**src/design/ufst_pkg.sv**
```systemverilog
// Package for the flow statistics table: types, codes, widths and helpers.
// No dependencies; imported by every module of the block except ufst_ram.
`timescale 1ns / 1ps
package ufst_pkg;

  localparam int PORT_ENTRIES_DEF   = 8;
  localparam int DESTS_PER_PORT_DEF = 4;

  localparam int IN_DATA_W  = 176;
  localparam int OUT_DATA_W = 280;

  typedef enum logic [1:0] {
    KIND_STATUS = 2'd0,
    KIND_PORT   = 2'd1,
    KIND_DEST   = 2'd2,
    KIND_EMPTY  = 2'd3
  } kind_t;

  typedef enum logic [1:0] {
    ST_OK        = 2'd0,
    ST_PORT_FULL = 2'd1,
    ST_DEST_FULL = 2'd2
  } status_t;

  typedef enum logic [3:0] {
    S_IDLE, S_LOOKUP, S_UPDATE, S_EMPTY, S_PORT_CHK, S_PORT_EMIT,
    S_DEST_CHK, S_DEST_EMIT, S_CLEAR
  } state_t;

  // Traffic counters of one entry
  typedef struct packed {
    logic [63:0] rb;
    logic [31:0] rp;
    logic [63:0] sb;
    logic [31:0] sp;
  } ctr_t;

  localparam int CTR_W  = $bits(ctr_t);
  localparam int PORT_W = CTR_W + 32;

  // Commands from controller to datapath
  typedef struct packed {
    logic load_in;
    logic lookup;
    logic update;
    logic emit_empty;
    logic dump_start;
    logic rd_port;
    logic emit_port;
    logic step_port;
    logic rd_dest;
    logic emit_dest;
    logic step_dest;
    logic clear_all;
  } cmd_t;

  // Status from datapath to controller
  typedef struct packed {
    logic out_free;
    logic any_port;
    logic port_used_cur;
    logic dest_used_cur;
    logic p_last;
    logic k_last;
  } stat_t;

  function automatic int bits_for(input int n);
    int r;
    r = 1;
    while ((1 << r) < n) r = r + 1;
    return r;
  endfunction

  function automatic ctr_t ctr_add(input ctr_t a, input ctr_t b);
    ctr_t s;
    s.rb = a.rb + b.rb;
    s.rp = a.rp + b.rp;
    s.sb = a.sb + b.sb;
    s.sp = a.sp + b.sp;
    return s;
  endfunction

endpackage

```
**src/design/ufst_ctrl.sv**
```systemverilog
// Controller of the flow statistics table: sequences record updates and dumps.
// Depends on ufst_pkg.
`timescale 1ns / 1ps
module ufst_ctrl (
  input  logic            clk,
  input  logic            rst,
  input  logic            s_tvalid,
  input  logic            func,
  output logic            s_tready,
  input  ufst_pkg::stat_t stat,
  output ufst_pkg::cmd_t  cmd
);
  import ufst_pkg::*;

  state_t state, state_next;

  // State register
  always_ff @(posedge clk) begin
    if (rst) begin
      state <= S_IDLE;
    end else begin
      state <= state_next;
    end
  end

  // Next state and commands
  always_comb begin
    state_next = state;
    cmd = '0;
    s_tready = 1'b0;
    case (state)
      S_IDLE: begin
        s_tready = 1'b1;
        if (s_tvalid) begin
          cmd.load_in = 1'b1;
          if (func) begin
            cmd.dump_start = 1'b1;
            state_next = stat.any_port ? S_PORT_CHK : S_EMPTY;
          end else begin
            state_next = S_LOOKUP;
          end
        end
      end
      S_LOOKUP: begin
        cmd.lookup = 1'b1;
        state_next = S_UPDATE;
      end
      S_UPDATE: begin
        if (stat.out_free) begin
          cmd.update = 1'b1;
          state_next = S_IDLE;
        end
      end
      S_EMPTY: begin
        if (stat.out_free) begin
          cmd.emit_empty = 1'b1;
          state_next = S_IDLE;
        end
      end
      S_PORT_CHK: begin
        if (stat.port_used_cur) begin
          cmd.rd_port = 1'b1;
          state_next = S_PORT_EMIT;
        end else if (stat.p_last) begin
          state_next = S_CLEAR;
        end else begin
          cmd.step_port = 1'b1;
        end
      end
      S_PORT_EMIT: begin
        if (stat.out_free) begin
          cmd.emit_port = 1'b1;
          state_next = S_DEST_CHK;
        end
      end
      S_DEST_CHK: begin
        if (stat.dest_used_cur) begin
          cmd.rd_dest = 1'b1;
          state_next = S_DEST_EMIT;
        end else begin
          cmd.step_dest = 1'b1;
          if (stat.k_last) begin
            state_next = stat.p_last ? S_CLEAR : S_PORT_CHK;
          end
        end
      end
      S_DEST_EMIT: begin
        if (stat.out_free) begin
          cmd.emit_dest = 1'b1;
          cmd.step_dest = 1'b1;
          if (stat.k_last) begin
            state_next = stat.p_last ? S_CLEAR : S_PORT_CHK;
          end else begin
            state_next = S_DEST_CHK;
          end
        end
      end
      S_CLEAR: begin
        cmd.clear_all = 1'b1;
        state_next = S_IDLE;
      end
      default: begin
        state_next = S_IDLE;
      end
    endcase
  end

endmodule

```
**config.mk**
```make
export PLATFORM = sky130hd
export DESIGN_NAME = ufst_ctrl
export DESIGN_NICKNAME = d
export VERILOG_FILES = /design/src/design/ufst_pkg.sv /design/src/design/ufst_ctrl.sv
export SDC_FILE = /design/constraint.sdc
export NUM_CORES = 1
export LEC_CHECK = 0
export ABC_AREA = 0
export BUFFER_PORTS_ARGS = -buffer_cell sky130_fd_sc_hd__buf_2
export CAP_MARGIN = 20
export CORE_AREA = 2 2 39 41
export DETAILED_ROUTE_END_ITERATION = 8
export DIE_AREA = 0 0 41 43
export HOLD_SLACK_MARGIN = 0.12
export PLACE_DENSITY = 0.66
export SYNTH_ARGS = -nofsm -noshare
export SYNTH_HDL_FRONTEND = slang
export SYNTH_SLANG_ARGS = --single-unit
```
**constraint.sdc**
```tcl
create_clock -name clk -period 3.7 [get_ports clk]
set_input_delay 0.74 -clock clk [delete_from_list [all_inputs] [get_ports clk]]
set_output_delay 0.74 -clock clk [all_outputs]
set_load 0.1 [all_outputs]
```
==> summary.md <==
| Metric | Value |
|---|---|
| Gr usage total | `0.163` |
| Sequential power share | `0.207` |
| I/O Pins | `23` |
| Status | `finished clean` |
| Wirelength, routed | `1260 µm` |
| CTS sink cnt | `4` |
| Initial Util | `0.358` |
| Power Density | `704 nW/µm²` |
| Final period utilization | `0.746` |
| Post-synth EDFFs | `0` |
| Nets | `103` |
| Clk buf depth | `2` |
| Netlist Area Pre-Place | `495 µm²` |
| Post-Route M1 WL | `642 µm` |
| Final setup violation count | `0` |
| Total of max-cap violations | `0` |
| Post-DR wirelength/cell | `11.7 µm` |
| Total power | `0.000446 W` |
| CTS Buf Count | `3` |
| Ys flop type | `dfxtp_1` |
| Height of the die | `43 µm` |
| DR top layer | `met4` |
| Layout cells sized above 1 | `0.352` |
| 1st-iter DRT viols | `6` |
| Max Slew Vio Count | `0` |
| Int Power | `0.000164 W` |
| Worst Hold Class | `in2reg` |
| Core ar. | `1380 µm²` |
| #FFs+latches synth | `4` |
| Async S/R FF share, synth | `0` |
| Final TNS setup | `0 ns` |
| Mapped Avg Cell Area | `7.08 µm²` |
| Headroom to the max-slew limit | `0.573` |
| Routed Antenna Nets | `0` |
| DR pass1 iterations | `4` |
| Critical path type | `reg2out` |
| Clock Latency Late Sink | `0.22 ns` |
| DP HPWL | `943 µm` |
| Met3 routed WL | `75 µm` |
| Antenna violations before repair | `0` |
| Synth-to-layout area growth | `28.0%` |
| Largest reg by FF count | `state` |
| WL met2 | `517 µm` |
| CP arrival | `2.02 ns` |
| Postcts setup bufs | `0` |
| Sw frac | `0.632` |
| Fmax | `362 MHz` |
| Netlist cell types | `33` |
| Peak supply drop | `0.583 mV` |
| Register area share after synthesis | `0.162` |
| Vias in the first global route | `482` |
| Syn Nets | `80` |
| Pin count of the biggest net entering global routing | `22` |
| Crit end category | `output port` |
| Site Rows | `14` |
| FF-to-FF setup slack | `1.89 ns` |
| Net switching power | `0.000282 W` |
| ANT cells | `0` |
| Skew final | `0.000567 ns` |
| Total gr overflow | `0` |
| Remaining DRCs | `0` |
| Final hold viol count | `0` |
| Clk pin slew, worst setup/hold paths | `0.03 ns` |
| Largest registers | `state x4` |
| Crit Path Max Fanout | `21` |
| Synth Warn # | `0` |
| Combinational power share | `0.681` |
| P_leak | `0.266 nW` |
| Count of buffers from port buffering | `22` |
| H-tree depth | `1` |
| Via Count | `587` |
| Vias per Instance | `5.49` |
| # hold bufs at CTS | `0` |
| Clock share of power | `0.112` |
| Global-route wire length before repair | `2070 µm` |
| Worst-Margin Slew | `0.639 ns` |
| Worst endpoint required time | `2.96 ns` |
| Width of the die | `41 µm` |
| RSZ-0062 raised after global routing | `no` |
| Post-CTS resize count | `0` |
| GPL Wtd Cong | `0.829` |
| Root Buffer | `clkbuf_4` |
| Full die area | `1760 µm²` |
| Hold Slack | `0.725 ns` |
| Minimum clock period | `2.76 ns` |
| CTS tree | `built` |
| Startpoint Class | `register` |
| Syn Inst Count | `70` |
| Max reg flops | `4` |
-- path summary, 6_finish.rpt --
check | startpoint | endpoint | cells past startpoint
worst max-delay path | state[0] | cmd[7] | 4
worst min register to register | state[1] | state[1] | 2
worst min-delay path | rst | state[0] | 2
worst max register to register | state[0] | state[0] | 4
-- power by group through the flow --
stage	registers (W)	clock network [W]	logic [W]
6_report	0.0000924	0.0000499	0.000304
5_1_grt	0.0000978	0.0000591	0.000322
4_1_cts	0.0000906	0.0000518	0.000304
3_5_place_dp	0.0000913	0	0.000302
3_3_place_gp	0.0000917	0	0.000301
2_1_floorplan	0.0000598	0	0.000292
-- worst max-delay path: stages, from the launching register on --
cell and delay, ns:
dfxtp_1 0.50, or4_1 0.63, inv_1 0.11, and3_1 0.15, buf_2 0.41
-- kinds of logic (layout without fill, tap and decap cells) --
kind of cell    count (synthesis)  in the layout  share of synthesized area
mux                             1              1                     0.0202
buf+inv                         9             30                     0.0783
flops                           4              4                      0.162
simple gates                   35             35                      0.427
compound gates                 21             21                      0.313
-- layer usage --
layer,up-vias,track usage
met1,251,0.255
li1,309,-
met2,25,0.209
met3,2,0.0471
met5,-,0
met4,0,0.0467
-- cell usage after synthesis (2+ instances only) --
cell      n  share of area
nor3_1    6          0.061
inv_1     5          0.038
nor2_1    5          0.038
a21oi_1   4          0.040
a31oi_1   4          0.050
buf_2     4          0.040
dfxtp_1   4           0.16
nand2_1   4          0.030
nand2b_1  4          0.050
nand3b_1  3          0.045
o211ai_1  3          0.045
o21ai_1   2          0.020
or4_1     2          0.030
-- per-stage QoR --
stage	cells	instance area (µm²)	setup WS (ns)	utilization
2_1_floorplan	70	502	0.00626	-
3_3_place_gp	104	612	1.22	0.442
3_5_place_dp	104	612	1.20	0.442
4_1_cts	107	634	0.953	0.458
5_1_grt	107	634	0.819	0.458
6_report	107	634	0.939	0.458
-- cell usage in the layout, fill, tap and decap left out, types with 2 or more instances in the layout --
cell type,count
inv_1,5
nor3_1,6
or4_1,2
dfxtp_1,4
buf_2,22
clkbuf_4,3
a31oi_1,4
o211ai_1,3
o21ai_1,2
nand3b_1,3
nand2_1,4
nand2b_1,4
a21oi_1,4
nor2_1,5
-- final cells by class --
type                    instances  area, µm²
fillers                       148        749
multi-input cells              57        383
repair buffers                 22        110
flip-flops and latches          4       80.1
clock buffers                   3       22.5
well taps                      16       20.0
inverters                       5       18.8
(Power assumes the default switching activity.)
